--- src/sv/ccfd_pkg.sv ---
// package for the crc checked frame deframer
// shared constants and types, no dependencies
package ccfd_pkg;
  localparam int unsigned BufDepth = 512;
  localparam int unsigned AddrW = $clog2(BufDepth);
  localparam int unsigned CntW = 10;
  localparam int unsigned FrameOverhead = 7;
  localparam int unsigned QDepth = 4;

  localparam logic ActAppend = 1'b0;
  localparam logic ActClear = 1'b1;

  localparam logic [1:0] RegMarkFirst = 2'd0;
  localparam logic [1:0] RegMarkSecond = 2'd1;
  localparam logic [1:0] RegVersion = 2'd2;

  // one queued command between front and back
  typedef struct packed {
    logic       clear;
    logic [7:0] data;
  } cmd_t;

  typedef struct packed {
    logic [7:0] mark_first;
    logic [7:0] mark_second;
    logic [7:0] version;
  } cfg_t;

  function automatic logic [15:0] crc_byte(input logic [15:0] c, input logic [7:0] b);
    logic [15:0] r;
    r = c ^ {8'd0, b};
    for (int i = 0; i < 8; i++) begin
      r = r[0] ? ((r >> 1) ^ 16'hA001) : (r >> 1);
    end
    return r;
  endfunction
endpackage

--- src/sv/ccfd_front.sv ---
// front end: accepts transactions and config writes, queues commands
// depends on ccfd_pkg
module ccfd_front (
  input  logic           clk_i,
  input  logic           rst_ni,
  input  logic           in_valid_i,
  output logic           in_ready_o,
  input  logic           action_i,
  input  logic [7:0]     data_byte_i,
  input  logic           cfg_we_i,
  input  logic [1:0]     cfg_index_i,
  input  logic [7:0]     cfg_data_i,
  output ccfd_pkg::cfg_t cfg_o,
  output logic           cmd_valid_o,
  input  logic           cmd_ready_i,
  output ccfd_pkg::cmd_t cmd_o
);
  import ccfd_pkg::*;
  localparam int unsigned PW = $clog2(QDepth);
  cmd_t q_q [QDepth];
  logic [PW-1:0] wp_q, rp_q;
  logic [PW:0] cnt_q;
  cfg_t cfg_q;
  logic push, pop;

  assign in_ready_o = (cnt_q != (PW+1)'(QDepth));
  assign push = in_valid_i && in_ready_o;
  assign cmd_valid_o = (cnt_q != '0);
  assign pop = cmd_valid_o && cmd_ready_i;
  assign cmd_o = q_q[rp_q];
  assign cfg_o = cfg_q;

  always_ff @(posedge clk_i) begin
    if (push) begin
      q_q[wp_q] <= '{clear: (action_i == ActClear), data: data_byte_i};
    end
  end

  always_ff @(posedge clk_i or negedge rst_ni) begin
    if (!rst_ni) begin
      wp_q <= '0;
      rp_q <= '0;
      cnt_q <= '0;
      cfg_q <= '{mark_first: 8'hAA, mark_second: 8'h55, version: 8'h01};
    end else begin
      if (push) wp_q <= wp_q + 1'b1;
      if (pop) rp_q <= rp_q + 1'b1;
      cnt_q <= cnt_q + (PW+1)'(push) - (PW+1)'(pop);
      if (cfg_we_i) begin
        case (cfg_index_i)
          RegMarkFirst:  cfg_q.mark_first <= cfg_data_i;
          RegMarkSecond: cfg_q.mark_second <= cfg_data_i;
          RegVersion:    cfg_q.version <= cfg_data_i;
          default: ;
        endcase
      end
    end
  end
endmodule

--- config.mk ---
export PLATFORM = sky130hd
export DESIGN_NAME = ccfd_front
export DESIGN_NICKNAME = d
export VERILOG_FILES = /design/src/sv/ccfd_pkg.sv /design/src/sv/ccfd_front.sv
export SDC_FILE = /design/constraint.sdc
export NUM_CORES = 1
export LEC_CHECK = 0
export CORE_UTILIZATION = 65
export DETAILED_ROUTE_END_ITERATION = 10
export DONT_BUFFER_PORTS = 1
export PLACE_DENSITY = 0.85
export SYNTH_ARGS = -nofsm -noshare
export SYNTH_HDL_FRONTEND = slang
export SYNTH_SLANG_ARGS = --single-unit
--- constraint.sdc ---
create_clock -name clk_i -period 3.75 [get_ports clk_i]
set_clock_uncertainty 0.1 [all_clocks]
set_input_delay 0.75 -clock clk_i [delete_from_list [all_inputs] [get_ports clk_i]]
set_output_delay 0.75 -clock clk_i [all_outputs]
set_load 0.05 [all_outputs]
---- After elaboration in Yosys (flattened, before gate mapping) ----
Memories as Yosys holds them, arrays and structs flattened.
Index checks and enable logic that the tools add are counted.
word-level totals
  bits of input ports ..................... 24
  logic and storage cells ................. 23
  flip-flop bits (word level) ............. 31
  memory bits (writable) .................. 36
  memories kept ........................... 1
cells by class
  reduce and logical (&&, ||, !) cells .... 7
  add/sub/neg operators ................... 4
  multiplexer cells ....................... 2
  equality and inequality tests ........... 3
memories
  memory  words  width  read ports  clocked after Yosys merged registers in  write ports  RTL line          text
  q_q     4      9      1           0                                        1            ccfd_front.sv:20  cmd_t q_q [QDepth];
operators by type and width
  kind                                                                   count
  2-bit AND reduction                                                    3
  2-bit by 1-bit adder with 2-bit output, second input constant          2
  3-bit by 1-bit adder with 3-bit output                                 1
  3-bit inequality test, second input constant                           1
  3-bit nonzero test                                                     1
  3-bit by 1-bit subtractor with 3-bit output                            1
  2-bit by 1-bit equality test with 1-bit output, second input constant  1
  2-bit equality test, second input constant                             1
  1-bit logical AND                                                      2
  2-bit zero test                                                        1
  1-bit two-way mux                                                      2

---- Longest topological paths before layout ----
  depth after elaboration ................. 4
  depth in mapped cells ................... 10
  depth with buffers taken out ............ 10

---- Least setup slack after synthesis ----
No wires, ideal clock.
  path type ............................... reg-to-reg
  start ................................... register cnt_q[2]
  end ..................................... register cnt_q[2]
  path buffers ............................ 0
  stages on the path, launching flop included .. 11
  setup slack ............................. 1.326 ns
  library setup time ...................... 0.125 ns
  data required time ...................... 3.525 ns
  arrival time ............................ 2.198 ns
  cells stage by stage .................... dfrtp_1 > nor3b_2 > inv_1 > nand2_1 > ha_1 > inv_1 > ha_1 > inv_1 > fa_1 > xnor2_1 > xnor2_1
between the ends
  word-level cells in the longest chain between the ends .. 4
RTL lines
  element                                      RTL line          text
  start: declaration                           ccfd_front.sv:22  logic [PW:0] cnt_q;
  start signal: assignment                     ccfd_front.sv:48  cnt_q <= cnt_q + (PW+1)'(push) - (PW+1)'(pop);
  3-bit inequality test                        ccfd_front.sv:26  assign in_ready_o = (cnt_q != (PW+1)'(QDepth));
  net in_ready_o                               ccfd_front.sv:7   output logic in_ready_o,
  1-bit logical AND                            ccfd_front.sv:27  assign push = in_valid_i && in_ready_o;
  3-bit by 1-bit adder with 3-bit output       ccfd_front.sv:48
  3-bit by 1-bit subtractor with 3-bit output  ccfd_front.sv:48
The timed path passes the listed nets, and every way through them passes these cells.
A chain may end at the register's enable or synchronous reset.

==> out/qor.txt <==
critical path fanouts, max -> 11
unrepaired setup endpoints after global routing -> no
Vias -> 1298
antenna violations before repair -> 0
Worst VDD drop -> 0.523 mV
Slowest cell on crit path -> dfrtp_1
vias per inst -> 6.43
endpoints failing setup -> 0
CORE AREA -> 3800 sq um
dpl cells -> 185
Reg power frac -> 0.505
CP peak stage delay -> 0.77 ns
Comb power frac -> 0.266
worst-margin pin slew -> 1.03 ns
Pleak -> 1.11 nW
Sw Ratio -> 0.405
area leader, netlist -> edfxtp_1
CTS resizes -> 0
DP Wirelength -> 3170 um
Final Hold Viols -> 0
htree depth -> 3
Yosys cell types -> 23
first-pass GRT wire length -> 7710 um
Clock transition at path regs -> 0.07 ns
ys flop type -> edfxtp_1
die width -> 66.1 um
family with the most delay on the worst path -> flip-flops
Async S/R FF share, synth -> 0.463
minimum clock period -> 2.73 ns
die height -> 66.1 um
Syn Inst Count -> 139
status -> completed
Setup CP Type -> register to primary output
nets@finish -> 180
vias in the first global route -> 1451
Warnings, synthesis -> 0
Slew Viols, Final -> 0
initial drt markers -> 75
number of synthesized flops with an enable pin -> 36
Mapped Avg Cell Area -> 19.2 sq um
Final Cycle Share -> 0.729
data required time of the worst path -> 2.90 ns
max_cap viols -> 0
Post-Route WL -> 5040 um
relative slew slack -> 0.310
DRC viols -> 0
CTS tree -> done
ranking of synthesized cells by area -> edfxtp_1 40%, dfrtp_1 21%, mux2_2 10%
global route total overflow -> 0
Routed Antenna Nets -> 0
IO Port Bufs -> 0
Peak Freq -> 366 MHz
Post-Synthesis Cell Area -> 2670 sq um
largest net degree at the start of global routing -> 23
Site Rows -> 22
CTS max path bufs -> 2
final worst setup slack -> 1.02 ns
Int Power -> 1.54 mW
Net Count, Synth -> 170
Clock Tree Root -> clkbuf_8
setup_tns -> 0 ns
CP Buf/Inv Count -> 0
Worst Setup Start Kind -> register
pre-CTS WS -> 1.14 ns
hold crit path type -> input pin to async pin
Layout Cells excl Fill -> 202
Clock Sinks -> 67
post-synth top area share -> 0.404
post-synthesis to final-layout area growth -> 9.74%
Clock power frac -> 0.228
CP Capture Type -> primary output
cell chain of the critical path -> mux4_2
Ant. Diodes -> 0
worst-skew pair later-pin latency -> 0.35 ns
layout cells sized above 1 -> 0.390
Seq/Total Area, Yosys -> 0.699
sw power -> 1.05 mW
First-pass DRT Iterations -> 4
Worst Path Arrival -> 1.88 ns
register bit total from synthesis -> 67
WL/cell -> 24.9 um
I/O pin cnt -> 59
die area -> 4370 sq um
Initial Util -> 0.704
Overall Global Routing Usage -> 0.270
gpl congestion -> 0.702
total CTS buffers -> 9
Cell Pwr Density -> 885 nW/um^2
==> power by group through the flow <==
| stage | registers, mW | logic, mW | clock network, mW |
|---|---|---|---|
| 6_report | 1.31 | 0.691 | 0.593 |
| 5_1_grt | 1.33 | 0.730 | 0.626 |
| 4_1_cts | 1.31 | 0.699 | 0.593 |
| 3_5_place_dp | 1.32 | 0.682 | 0 |
| 3_3_place_gp | 1.31 | 0.649 | 0 |
| 2_1_floorplan | 1.23 | 0.652 | 0 |
==> placed cells by master, fill, tap and decap left out, types with 2 or more instances in the layout <==
master | Yosys | layout
dfstp_2 | 9 | 9
inv_1 | 6 | 6
mux2_2 | 24 | 24
nand2b_1 | 3 | 3
nand3b_2 | 2 | 2
clkbuf_8 | 0 | 12
nand2_1 | 2 | 2
edfxtp_1 | 36 | 36
mux4_2 | 9 | 9
nand4bb_1 | 2 | 2
clkbuf_1 | 0 | 2
and3_1 | 4 | 4
xnor2_1 | 3 | 3
ha_1 | 6 | 6
o211ai_1 | 2 | 2
dfrtp_1 | 22 | 22
==> layer usage <==
layer / track usage / up-vias / routed length [um]
met5: 0 / - / 0
met2: 0.425 / 53 / 2690
met1: 0.315 / 677 / 1870
met3: 0.134 / 11 / 364
li1: - / 557 / -
met4: 0.114 / 0 / 112
==> stage by stage <==
stage	hold WS (ns)	utilization	total power [mW]	cell area (sq um)
6_report	0.135	0.772	2.59	2930
5_1_grt	0.120	0.772	2.69	2930
4_1_cts	0.132	0.772	2.61	2930
3_5_place_dp	0.355	0.716	2.00	2720
3_3_place_gp	0.355	0.716	1.95	2720
2_1_floorplan	0.354	-	1.89	2670
==> synthesized netlist by cell type, types with 2 or more instances <==
master / n
edfxtp_1: 36
mux2_2: 24
dfrtp_1: 22
dfstp_2: 9
mux4_2: 9
ha_1: 6
inv_1: 6
and3_1: 4
nand2b_1: 3
xnor2_1: 3
nand2_1: 2
nand3b_2: 2
nand4bb_1: 2
o211ai_1: 2
==> area by class of cell <==
type                    instances  area [sq um]
clock buffers                  15           198
fillers                       188           866
repair buffers                  1          10.0
multi-input cells              64           769
clock inverters                 1          5.00
flip-flops and latches         67          1870
well taps                      48          60.1
inverters                       6          22.5
==> state kept, by name (all words and copies together), names as in the netlist <==
register	cells
cfg_o	24
cnt_q	3
q_q	36
rp_q	2
wp_q	2
==> cell families (layout without fill, tap and decap cells) <==
| logic type | after synthesis | in the layout | synth area share |
|---|---|---|---|
| adder cells (fa/ha/maj) | 7 | 7 | 0.0356 |
| flip-flops | 67 | 67 | 0.699 |
| AND/OR/NAND/NOR | 16 | 16 | 0.0501 |
| multiplexers | 33 | 33 | 0.177 |
| AO/OA/AOI/OAI | 4 | 4 | 0.0122 |
| buffers and inverters | 8 | 23 | 0.0131 |
| XOR/XNOR | 4 | 4 | 0.0131 |
==> path summary, 6_finish.rpt <==
kind,from,to,slack (ns),cells after the start
min,rst_ni,cfg_o[12],0.13,0
max,rp_q[0],cmd_o[3],1.02,1
min reg2reg,cnt_q[2],cnt_q[2],0.53,1
min in group clk_i,data_byte_i[1],q_q[1][1],0.39,0
max reg2reg,cnt_q[1],cnt_q[2],1.03,10
max in group asynchronous,rst_ni,wp_q[0],1.99,1
==> repair_timing <==
action	CTS	global route
hold buffers	1	0
buffers inserted	0	0
hold endpoints to repair	22	0
Note: power is estimated with default switching activity, not from simulation.
